<file path="config.mk">
export PLATFORM = sky130hd
export DESIGN_NAME = bfu_front
export DESIGN_NICKNAME = d
export VERILOG_FILES = /design/src/hdl/bfu_pkg.sv /design/src/hdl/bfu_front.sv
export SDC_FILE = /design/constraint.sdc
export NUM_CORES = 1
export LEC_CHECK = 0
export ABC_AREA = 1
export BUFFER_PORTS_ARGS = -buffer_cell sky130_fd_sc_hd__buf_4
export CAP_MARGIN = 20
export CORE_ASPECT_RATIO = 1.25
export CORE_MARGIN = 2
export CORE_UTILIZATION = 55
export CTS_BUF_LIST = sky130_fd_sc_hd__clkbuf_8
export DETAILED_ROUTE_END_ITERATION = 7
export PLACE_DENSITY = 0.83
export SYNTH_ARGS = -nofsm -noshare
export SYNTH_HDL_FRONTEND = slang
export SYNTH_SLANG_ARGS = --single-unit
</file>
<file path="constraint.sdc">
create_clock -name clk -period 13.03 [get_ports clk]
set_input_delay 2.606 -clock clk [delete_from_list [all_inputs] [get_ports clk]]
set_output_delay 2.606 -clock clk [all_outputs]
set_load 0.05 [all_outputs]
</file>
<file path="src/hdl/bfu_pkg.sv">
// Shared types, constants and saturation helpers for the boid flocking update block.
// Used by bfu_front, bfu_div, bfu_sqrt, bfu_back and boid_flocking_update. No dependencies.
package bfu_pkg;

  // Box bounds in whole units and the neighbour limit per group.
  localparam int X_MIN = -512;
  localparam int X_MAX = 512;
  localparam int Y_MIN = -512;
  localparam int Y_MAX = 512;
  localparam int MAX_NEIGHBOURS = 64;

  localparam int CNT_W = 7;
  localparam int REG_W = 31;
  localparam int CFG_IDX_W = 3;

  localparam longint ONE_Q = 65536;
  localparam logic signed [63:0] X_LO = 64'(longint'(X_MIN) * ONE_Q);
  localparam logic signed [63:0] X_HI = 64'(longint'(X_MAX) * ONE_Q);
  localparam logic signed [63:0] Y_LO = 64'(longint'(Y_MIN) * ONE_Q);
  localparam logic signed [63:0] Y_HI = 64'(longint'(Y_MAX) * ONE_Q);

  localparam logic [CFG_IDX_W-1:0] REG_ALIGNMENT_GAIN  = 3'd0;
  localparam logic [CFG_IDX_W-1:0] REG_SEPARATION_GAIN = 3'd1;
  localparam logic [CFG_IDX_W-1:0] REG_COHESION_GAIN   = 3'd2;
  localparam logic [CFG_IDX_W-1:0] REG_SPACE_RADIUS    = 3'd3;
  localparam logic [CFG_IDX_W-1:0] REG_CRUISE_SPEED    = 3'd4;
  localparam logic [CFG_IDX_W-1:0] REG_BOOST_SPEED     = 3'd5;

  localparam logic OP_OWN       = 1'b0;
  localparam logic OP_NEIGHBOUR = 1'b1;

  typedef struct packed {
    logic              op;
    logic signed [31:0] pos_x;
    logic signed [31:0] pos_y;
    logic signed [31:0] pos_z;
    logic signed [31:0] vel_x;
    logic signed [31:0] vel_y;
    logic signed [31:0] vel_z;
    logic              last;
    logic              key_up;
    logic              key_down;
    logic              key_boost;
  } in_item_t;

  typedef struct packed {
    logic signed [31:0] new_pos_x;
    logic signed [31:0] new_pos_y;
    logic signed [31:0] new_pos_z;
    logic signed [31:0] new_vel_x;
    logic signed [31:0] new_vel_y;
    logic signed [31:0] new_vel_z;
  } out_item_t;

  typedef enum logic [1:0] {
    KIND_OWN  = 2'd0,
    KIND_ADD  = 2'd1,
    KIND_SKIP = 2'd2
  } kind_t;

  typedef struct packed {
    kind_t    kind;
    in_item_t item;
  } q_entry_t;

  typedef struct packed {
    logic     valid;
    q_entry_t entry;
  } q_head_t;

  typedef struct packed {
    logic [REG_W-1:0] alignment_gain;
    logic [REG_W-1:0] separation_gain;
    logic [REG_W-1:0] cohesion_gain;
    logic [REG_W-1:0] space_radius;
    logic [REG_W-1:0] cruise_speed;
    logic [REG_W-1:0] boost_speed;
  } cfg_t;

  function automatic logic signed [31:0] sat32(input logic signed [63:0] v);
    if (v > 64'sd2147483647) return 32'sh7fffffff;
    else if (v < -64'sd2147483648) return 32'sh80000000;
    else return v[31:0];
  endfunction

  function automatic logic signed [39:0] sat40(input logic signed [63:0] v);
    if (v > 64'sd549755813887) return 40'sh7fffffffff;
    else if (v < -64'sd549755813888) return 40'sh8000000000;
    else return v[39:0];
  endfunction

endpackage

</file>
<file path="src/hdl/bfu_front.sv">
// Input side: accepts items, tags each as own record, counted neighbour or dropped
// neighbour, and holds them in a two-entry queue. Depends on bfu_pkg.
module bfu_front import bfu_pkg::*; (
  input  logic     clk,
  input  logic     rst_n,
  input  logic     start,
  input  in_item_t in_item,
  input  logic     q_pop,
  output logic     busy,
  output q_head_t  q_head
);

  q_entry_t           fifo_r [2];
  logic               wr_ptr_r, rd_ptr_r;
  logic [1:0]         fill_r, fill_nxt;
  logic [CNT_W-1:0]   grp_cnt_r, grp_cnt_nxt;
  q_entry_t           entry_nxt;
  logic               push;

  assign busy = (fill_r == 2'd2);
  assign push = start && !busy;
  assign fill_nxt = fill_r + 2'(push) - 2'(q_pop);

  // Mirror the group's neighbour count so overflow records are tagged here.
  always_comb begin
    entry_nxt.item = in_item;
    entry_nxt.kind = KIND_SKIP;
    grp_cnt_nxt = grp_cnt_r;
    if (in_item.op == OP_OWN) begin
      entry_nxt.kind = KIND_OWN;
      grp_cnt_nxt = '0;
    end else if (grp_cnt_r < CNT_W'(MAX_NEIGHBOURS)) begin
      entry_nxt.kind = KIND_ADD;
      grp_cnt_nxt = grp_cnt_r + 1'b1;
    end
    if (in_item.last) grp_cnt_nxt = '0;
  end

  always_ff @(posedge clk) begin
    if (!rst_n) begin
      wr_ptr_r <= 1'b0;
      rd_ptr_r <= 1'b0;
      fill_r <= '0;
      grp_cnt_r <= '0;
    end else begin
      fill_r <= fill_nxt;
      if (push) begin
        wr_ptr_r <= !wr_ptr_r;
        grp_cnt_r <= grp_cnt_nxt;
      end
      if (q_pop) rd_ptr_r <= !rd_ptr_r;
    end
  end

  always_ff @(posedge clk) begin
    if (push) fifo_r[wr_ptr_r] <= entry_nxt;
  end

  assign q_head.valid = (fill_r != 2'd0);
  assign q_head.entry = fifo_r[rd_ptr_r];

`ifndef NO_ASSERTIONS
  a_pop_nonempty: assert property (@(posedge clk) disable iff (!rst_n)
    q_pop |-> fill_r != 2'd0) else $error("queue popped while empty");
`endif

endmodule

</file>
==> results of run 1 <==
==> power by group <==
group          switching, mW  internal, mW  leakage [nW]
sequential            0.0379          1.60          3.81
clock                  0.442         0.464         0.634
combinational          0.512         0.269          3.30
==> area by class of cell <==
class	instances	area (sq um)
Antenna cell	4	10.01
Clock buffer	63	867.1
Clock inverter	41	201.4
Fill cell	1690	7771
Inverter	23	86.33
Multi-Input combinational cell	258	2922
Sequential cell	410	12200
Tap cell	350	437.9
Timing Repair Buffer	408	3075
==> layer usage <==
layer  part of all wire, %  routed length, microns  up-vias
met4                   2.9                     898        0
li1                      -                       -     3670
met2                    55                   17310      349
met1                    33                   10480     3942
met5                     0                       0        -
met3                   8.5                    2671       49
==> flip-flops by register name (all words and copies together), names as in the netlist, named ones only <==
register   cells
fifo_r       398
rd_ptr_r       1
grp_cnt_r      7
wr_ptr_r       1
fill_r         2
==> worst min path at each step <==
stage	end	start
global placement	grp_cnt_r[4]	grp_cnt_r[4]
finish	grp_cnt_r[1]	grp_cnt_r[1]
CTS	grp_cnt_r[1]	grp_cnt_r[1]
floorplan	grp_cnt_r[6]	grp_cnt_r[6]
detailed placement	grp_cnt_r[1]	grp_cnt_r[1]
global route	grp_cnt_r[6]	grp_cnt_r[6]
==> logic make-up (layout without fill, tap and decap cells) <==
family | after synthesis | in the layout
AO/OA/AOI/OAI | 10 | 10
XOR/XNOR | 2 | 2
adder cells (fa/ha/maj) | 3 | 3
buffers and inverters | 45 | 535
flip-flops | 410 | 410
multiplexers | 199 | 199
other | 0 | 4
AND/OR/NAND/NOR | 44 | 44
==> cells in the final DEF, fill, tap and decap left out <==
master      netlist  layout
diode_2           0       4
dfxtp_4           0       1
inv_6             0       1
clkbuf_8          0      63
bufinv_16         0       1
mux2_4          100     100
inv_1            23      44
clkinvlp_4        0       1
o21ai_0           4       4
nand4_1           1       1
nor2_1           15      13
mux2_2           99      99
ha_1              3       3
xnor2_1           2       2
buf_4             0     407
a21oi_1           6       6
edfxtp_1        398     398
clkinv_2          0      10
nand3_1           5       5
nand2_2           1       1
nor2_4            1       3
buf_12            0       1
nor3_1            1       1
nand2_1          20      20
dfxtp_1          12      11
clkinv_1          0       7
==> worst max-delay path, stage by stage (launching register included) <==
cell     delay [ns]
dfxtp_4        0.88
buf_12         0.72
mux2_2         0.43
buf_4          0.19
==> synth_stat cells, drive strengths merged <==
| master | number | share of area (%) |
|---|---|---|
| nor2 | 16 | 0.44 |
| dfxtp | 12 | 1.6 |
| o21ai | 4 | 0.13 |
| xnor2 | 2 | 0.11 |
| mux2 | 199 | 17 |
| nor3 | 1 | 0.033 |
| nand2 | 21 | 0.53 |
| ha | 3 | 0.24 |
| inv | 23 | 0.56 |
| nand3 | 5 | 0.16 |
| edfxtp | 398 | 78 |
| a21oi | 6 | 0.20 |
| nand4 | 1 | 0.041 |
| buf | 22 | 1.3 |
==> flow_summary.ini, run 1 <==
[floorplan]
start_util_pct = 55.80
die_w_microns = 153.6
die_area_sq_um = 29330
top_level_ports = 402
die_h_microns = 191.0
rows = 68
core_area_sq_um = 27570

[worst_hold_path]
holdPathStages = 2
min_path_type = reg -> reg

[clock_network]
cts_hold_buf = 0
cts_tree = built
cts_buffer_depth = 3
clock_latency_ns = 0.59
post-cts-setup-buffers = 0
clkTransAtPathRegs_ns = 0.06
post_cts_resized = 0
cts_buffers = 59
clock-sinks = 410
root_buffer = clkbuf_8
htree_levels = 2

[cells_and_area]
drive_gt1_share_pct = 57.19
final_area_sq_um = 19800
fin_nets = 1364
instances_no_fill = 1557
area.growth.synth_to_final_pct = 28.69
final_core_utilization_pct = 71.81

[status]
outcome = finished clean

[global_routing]
grtUsageMet3_pct = 6.552
met2_usage_pct = 37.95
grt_pass1_wl_microns = 46210
overflow = 0
antenna_found_initial = 3
busiest_layer = met2
grt_usage_pct = 20.66
use_met1_pct = 22.01
grt_max_degree = 140
grt_pass1_vias = 8527

[timing]
finalMaxSlewViolations = 0
period_share_pct = 43.39
whs_ns = 0.5058
tns_ns = 0
fin_worst_skew_ns = 0.02319
fin_ws_ns = 7.376
hold_viol_final = 0
fmax_mhz = 176.9
slew_headroom_pct = 27.02
fin_crit_ns = 5.654
setup_viol = 0
worst_slew_pin_slew_ns = 1.095
rsz0062_at_grt = false

[placed_design]
place_ws_ns = 8.028
post-dp-hpwl_microns = 21550
gp_congestion = 0.7796
place_inst = 1449
io_buffers = 401
placed_cell_area_sq_um = 18720

[setup_path]
critPathCapture = q_head[60]
worstSetupPathType = reg -> out
ff2ff_path_depth = 6
rr_startpoint = fill_r[0]
crit_fanout = 139
required_ns = 10.42
ff2ff_setup_slack_ns = 10.19
r2r_end = fifo_r[0][98]
end_kind = output pin
critical_path_arrival_ns = 3.05
start_kind = register

[synthesis]
synthSimpleGateAreaFrac_pct = 1.204
yosysSeqAreaShare_pct = 79.26
ys_ff_latch = 410
synth_top_family_by_area = multiplexers
synth_fp_nets = 917
synth-compound-area-share_pct = 0.3254
synth_mux_area_share_pct = 17.01
synthXorXnorAreaFrac_pct = 0.1139
syn_area_sq_um = 15380
syn_inst = 713
ys_warn_count = 0
syn_area_per_cell_sq_um = 21.57
ys_types = 18
synth_adder_area_share_pct = 0.2440

[drt]
dr_total_vias = 8010
drc = 0
totalWireLength_microns = 31360
wl_per_cell_microns = 20.14
dr.pass1.iters = 4
drt-initial-drc-count = 503
postRouteAntennaNets = 0
via_per_inst = 5.145

[power_and_ir_drop]
ir_drop_uv = 137.8
finalPower_mw = 3.321
powerDensity_nw_per_um2 = 167.8
p_leak_nw = 7.742

[job]
drv_cap = 0
No activity file was read; power rests on OpenSTA's default activity.
==> run 2, diff against run 1 <==
--- a/config.mk
+++ b/config.mk
@@ -5,15 +5,15 @@
 export SDC_FILE = /design/constraint.sdc
 export NUM_CORES = 1
 export LEC_CHECK = 0
-export ABC_AREA = 1
+export ABC_AREA = 0
 export BUFFER_PORTS_ARGS = -buffer_cell sky130_fd_sc_hd__buf_4
 export CAP_MARGIN = 20
 export CORE_ASPECT_RATIO = 1.25
 export CORE_MARGIN = 2
-export CORE_UTILIZATION = 55
+export CORE_UTILIZATION = 54
 export CTS_BUF_LIST = sky130_fd_sc_hd__clkbuf_8
 export DETAILED_ROUTE_END_ITERATION = 7
-export PLACE_DENSITY = 0.83
+export PLACE_DENSITY = 0.82
 export SYNTH_ARGS = -nofsm -noshare
 export SYNTH_HDL_FRONTEND = slang
 export SYNTH_SLANG_ARGS = --single-unit
==> constraint.sdc (replaced) <==
create_clock -name clk -period 5.7 [get_ports clk]
set_input_delay 1.14 -clock clk [delete_from_list [all_inputs] [get_ports clk]]
set_output_delay 1.14 -clock clk [all_outputs]
set_load 0.05 [all_outputs]
==> flow_summary.ini, run 2 <==
[status]
outcome = finished clean

[setup_path]
r2r_end = fifo_r[0][82]
rr_startpoint = fill_r[0]
end_kind = output pin
crit_fanout = 53
slowest_delay_ns = 0.84
ff2ff_setup_slack_ns = 3.25
path_cells = buf_4, mux2_2, buf_4
crit_path_top_delay_cell = dfxtp_4
worstSetupPathType = reg -> out
start_kind = register
critPathMostFrequentCell = buf_4
ff2ff_path_depth = 5
required_ns = 4.56
critical_path_arrival_ns = 2.63
cp.buffers_inverters = 2
cp.depth = 3
cp_top_family = flip-flops

[clock_network]
post-cts-setup-buffers = 0
root_buffer = clkbuf_8
clock_latency_ns = 0.59
clkTransAtPathRegs_ns = 0.06
clock-sinks = 410
cts_buffer_depth = 3
cts_hold_buf = 0
htree_levels = 2
post_cts_resized = 0
cts_tree = built
cts_buffers = 57

[drt]
via_per_inst = 5.226
dr_total_vias = 7970
wl_per_cell_microns = 20.82
postRouteAntennaNets = 0
drc = 0
dr.pass1.iters = 4
totalWireLength_microns = 31750
drt-initial-drc-count = 502

[timing]
period_share_pct = 66.18
tns_ns = 0
fmax_mhz = 265.1
fin_worst_skew_ns = 0.01418
slew_headroom_pct = 42.54
fin_ws_ns = 1.928
rsz0062_at_grt = false
whs_ns = 0.4911
finalMaxSlewViolations = 0
hold_viol_final = 0
fin_crit_ns = 3.772
worst_slew_pin_slew_ns = 0.8599
setup_viol = 0

[cells_and_area]
multi_input_area_sq_um = 2603
final_area_sq_um = 19390
largest_reg_flops = 398
top_regs = fifo_r (398), grp_cnt_r (7), fill_r (2)
final_core_utilization_pct = 70.76
drive_gt1_share_pct = 58.60
fin_nets = 1334
layout_common_cells = 404 x buf_4, 398 x edfxtp_1, 199 x mux2_2, 62 x clkbuf_8, 24 x inv_1
top_register = fifo_r
regArea_sq_um = 12200
final_common_cell = buf_4
nFillCells = 1755
area.growth.synth_to_final_pct = 30.04

[synthesis]
yosysTopAreaCell = edfxtp_1
synth_flop_cell = edfxtp_1
netlist.area_leader.share_pct = 80.17
netlist_top_cells_count = 398 x edfxtp_1, 199 x mux2_2, 22 x buf_2, 12 x dfxtp_1, 6 x and2_1
syn_area_per_cell_sq_um = 21.76
syn_inst = 685
ys_types = 30
yosysSeqAreaShare_pct = 81.78
ys_ff_latch = 410
synth.area.top_cells = edfxtp_1 80%, mux2_2 15%, dfxtp_1 1.6%
synth.most_common_cell = edfxtp_1
async_flop_share_pct = 0
syn_area_sq_um = 14910
synth_fp_nets = 889
synth_edf_count = 398
ys_warn_count = 0

[floorplan]
die_w_microns = 152.6
core_area_sq_um = 27400
top_level_ports = 402
rows = 68
start_util_pct = 54.42
die_area_sq_um = 28960
die_h_microns = 189.8

[placed_design]
post-dp-hpwl_microns = 21410
place_ws_ns = 2.492
gp_congestion = 0.7747
io_buffers = 401
placed_cell_area_sq_um = 18360

[global_routing]
grt_pass1_vias = 8352
overflow = 0
grt_usage_pct = 20.96
grt_max_degree = 102
grt_pass1_wl_microns = 46230
antenna_found_initial = 1

[worst_hold_path]
hold_end = grp_cnt_r[4]
min_path_type = reg -> reg
holdPathStages = 2
min_from = grp_cnt_r[4]

[power_and_ir_drop]
seq_power_share_pct = 47.6
internal_power_mw = 5.581
switching_share_pct = 33.14
ir_drop_uv = 303.2
p_leak_nw = 7.267
clockPowerShare_pct = 24.2
p_sw_mw = 2.766
combPwrFrac_pct = 28.2
powerDensity_nw_per_um2 = 430.6

[job]
drv_cap = 0
==> run 2: changes by cell type in the layout (fill, tap and decap cells not counted), sizes merged, moves of 3 or more <==
cell / change
or3: +3
a21boi: +3
and2: +7
diode: -3
nor2: -13
inv: -20
nand2: -17
==> run 2: how the worst max path moves through the flow <==
stage | from | end | slack (ns)
floorplan | start | fifo_r[0][0] | 0.94
global placement | start | fifo_r[0][132] | 2.53
global route | register | q_head[71] | 1.77
detailed placement | start | fifo_r[0][101] | 2.49
finish | register | q_head[71] | 1.93
CTS | register | q_head[71] | 1.86
==> run 2: tightest hold or removal path: stages (launching register included) <==
cell and delay, ns:
dfxtp_1 0.32, o21ai_0 0.07, a21oi_1 0.06
==> run 2: through the flow <==
step           total power [mW]  instances
3_3_place_gp              6.352       1421
4_1_cts                   8.432       1524
5_1_grt                   8.652       1525
6_report                  8.347       1525
2_1_floorplan             5.649        685
3_5_place_dp              6.407       1421
==> run 2: routing by layer <==
layer	GRT usage, %	up-vias	routed length [microns]
met5	0	-	0
met4	9.722	0	1239
met3	6.378	71	2488
met2	36.32	362	16470
met1	23.97	3925	11550
li1	-	3612	-
==> run 2: power groups by stage <==
stage                     registers (mW)  logic [mW]  clock network (mW)
final                               3.98        2.35                2.02
after global routing                4.01        2.44                2.20
after CTS                           3.98        2.37                2.08
after detailed placement            4.04        2.37                   0
after global placement              4.02        2.33                   0
after floorplan                     4.02        1.63                   0
==> run 2: logic make-up after synthesis <==
| group | synth area share, % |
|---|---|
| XOR/XNOR | 0.2350 |
| AND/OR/NAND/NOR | 1.192 |
| multiplexers | 15.03 |
| adder cells (fa/ha/maj) | 0.2518 |
| AO/OA/AOI/OAI | 0.6714 |
| buffers and inverters | 0.8393 |
| flip-flops | 81.78 |
==> run 2: final cells by class <==
class	instances	share of cell area, %
inverters	4	0.07745
clock buffers	62	4.402
flip-flops and latches	410	62.91
repair buffers	408	16.06
diodes	1	0.01291
well taps	350	2.259
multi-input cells	249	13.42
clock inverters	41	0.8584
==> run 3, diff against run 2 <==
--- a/config.mk
+++ b/config.mk
@@ -5,15 +5,15 @@
 export SDC_FILE = /design/constraint.sdc
 export NUM_CORES = 1
 export LEC_CHECK = 0
-export ABC_AREA = 0
+export ABC_AREA = 1
 export BUFFER_PORTS_ARGS = -buffer_cell sky130_fd_sc_hd__buf_4
 export CAP_MARGIN = 20
 export CORE_ASPECT_RATIO = 1.25
 export CORE_MARGIN = 2
-export CORE_UTILIZATION = 54
+export CORE_UTILIZATION = 55
 export CTS_BUF_LIST = sky130_fd_sc_hd__clkbuf_8
 export DETAILED_ROUTE_END_ITERATION = 7
-export PLACE_DENSITY = 0.82
+export PLACE_DENSITY = 0.83
 export SYNTH_ARGS = -nofsm -noshare
 export SYNTH_HDL_FRONTEND = slang
 export SYNTH_SLANG_ARGS = --single-unit
==> constraint.sdc (replaced) <==
create_clock -name clk -period 3.6 [get_ports clk]
set_input_delay 0.72 -clock clk [delete_from_list [all_inputs] [get_ports clk]]
set_output_delay 0.72 -clock clk [all_outputs]
set_load 0.05 [all_outputs]
==> flow_summary.ini, run 3 (synthesis gave the netlist of run 1 again) <==
[drt]
postRouteAntennaNets = 0
drc = 0
totalWireLength_microns = 30880
drt-initial-drc-count = 487
wl_per_cell_microns = 19.81
dr_total_vias = 8037
dr.pass1.iters = 4
via_per_inst = 5.155

[cells_and_area]
layout_common_cells = 408 x buf_4, 398 x edfxtp_1, 100 x mux2_4, 99 x mux2_2, 61 x clkbuf_8
regArea_sq_um = 12200
final_common_cell = buf_4
nFillCells = 1709
final_core_utilization_pct = 72.09
drive_gt1_share_pct = 56.66
final_area_sq_um = 19870
area.growth.synth_to_final_pct = 29.19
top_register = fifo_r
fin_nets = 1371
largest_reg_flops = 398
antenna_cells = 0
multi_input_area_sq_um = 2935
top_regs = fifo_r (398), grp_cnt_r (7), fill_r (2)

[power_and_ir_drop]
powerDensity_nw_per_um2 = 602.9
p_leak_nw = 7.772
ir_drop_uv = 388.7

[clock_network]
clock_latency_ns = 0.59
root_buffer = clkbuf_8
htree_levels = 2
post_cts_resized = 0
cts_tree = built
cts_buffer_depth = 3
cts_buffers = 60
clkTransAtPathRegs_ns = 0.06
clock-sinks = 410
post-cts-setup-buffers = 0
cts_hold_buf = 0

[placed_design]
gp_congestion = 0.7566
io_buffers = 401
placed_cell_area_sq_um = 18840
post-dp-hpwl_microns = 21210

[setup_path]
ff2ff_path_depth = 5
critical_path_arrival_ns = 2.27
required_ns = 2.88
end_kind = output pin
worstSetupPathType = reg -> out
rr_startpoint = fill_r[0]
start_kind = register
crit_fanout = 34
ff2ff_setup_slack_ns = 1.61
r2r_end = fifo_r[0][96]

[global_routing]
overflow = 0
antenna_found_initial = 0
grt_pass1_vias = 8461
grt_max_degree = 133
grt_usage_pct = 20.33
grt_pass1_wl_microns = 45700

[timing]
setup_viol = 0
worst_slew_pin_slew_ns = 0.9116
period_share_pct = 83.02
finalMaxSlewViolations = 0
fin_crit_ns = 2.989
slew_headroom_pct = 39.22
fin_worst_skew_ns = 0.01272
fmax_mhz = 334.6
hold_viol_final = 0
rsz0062_at_grt = false

[worst_hold_path]
min_from = in_item[194]
min_path_type = in -> reg
hold_end = fifo_r[0][194]
holdPathStages = 1

[floorplan]
start_util_pct = 55.80
rows = 68
die_area_sq_um = 29330
die_w_microns = 153.6
top_level_ports = 402
die_h_microns = 191.0
core_area_sq_um = 27570

[job]
drv_cap = 0

[status]
outcome = finished clean
## run 3: changes by cell type in the layout (fill, tap and decap cells not counted), moves of 3 or more
cell / delta
a21boi_0: -3
mux2_4: +100
clkinv_1: +3
nand2_1: +16
mux2_2: -100
buf_4: +4
nor2_1: +11
inv_1: +21
and2_1: -6
## run 3: worst max-delay path by stage
stage	from	endpoint	cells past startpoint
2_1_floorplan	start	fifo_r[1][0]	2
6_report	register	q_head[46]	3
4_1_cts	register	q_head[33]	3
3_3_place_gp	register	q_head[168]	3
5_1_grt	register	q_head[33]	3
3_5_place_dp	register	q_head[33]	3
## run 3: critical path, stage by stage, from the launching register on
cell     delay (ns)
dfxtp_4        0.70
buf_4          0.40
mux2_2         0.39
buf_4          0.19
## run 3: layout make-up
cell class,instances,area share (%)
Tap cell,350,2.204
Sequential cell,410,61.37
Timing Repair Buffer,414,16.02
Multi-Input combinational cell,258,14.77
Clock inverter,43,0.9759
Inverter,23,0.4345
Clock buffer,61,4.225
## run 3: per-layer routing
layer / up-vias / share of wire, % / wire, microns / track usage, %
met4: 0 / 4.4 / 1357 / 9.280
met2: 364 / 52 / 16200 / 35.69
met1: 3909 / 35 / 10730 / 22.54
met3: 84 / 8.4 / 2594 / 6.642
met5: - / 0 / 0 / 0
li1: 3680 / - / - / -
## run 3: per-stage QoR
stage / hold WS (ns) / TNS [ns] / instances / setup slack, ns / total power [mW]
final: 0.3131 / 0 / 1559 / 0.6114 / 11.98
after CTS: 0.2597 / 0 / 1559 / 0.5415 / 12.12
after global placement: 0.4750 / 0 / 1455 / 1.238 / 8.812
after floorplan: 0.4575 / -224.31 / 713 / -0.5764 / 8.004
after detailed placement: 0.4847 / 0 / 1455 / 1.201 / 8.878
after global routing: 0.2619 / 0 / 1559 / 0.4707 / 12.41
## run 3: power breakdown
part           switching [mW]  leakage [nW]  internal, mW
clock network            1.59         0.613          1.63
logic                    1.88          3.35         0.993
registers               0.118          3.81          5.77
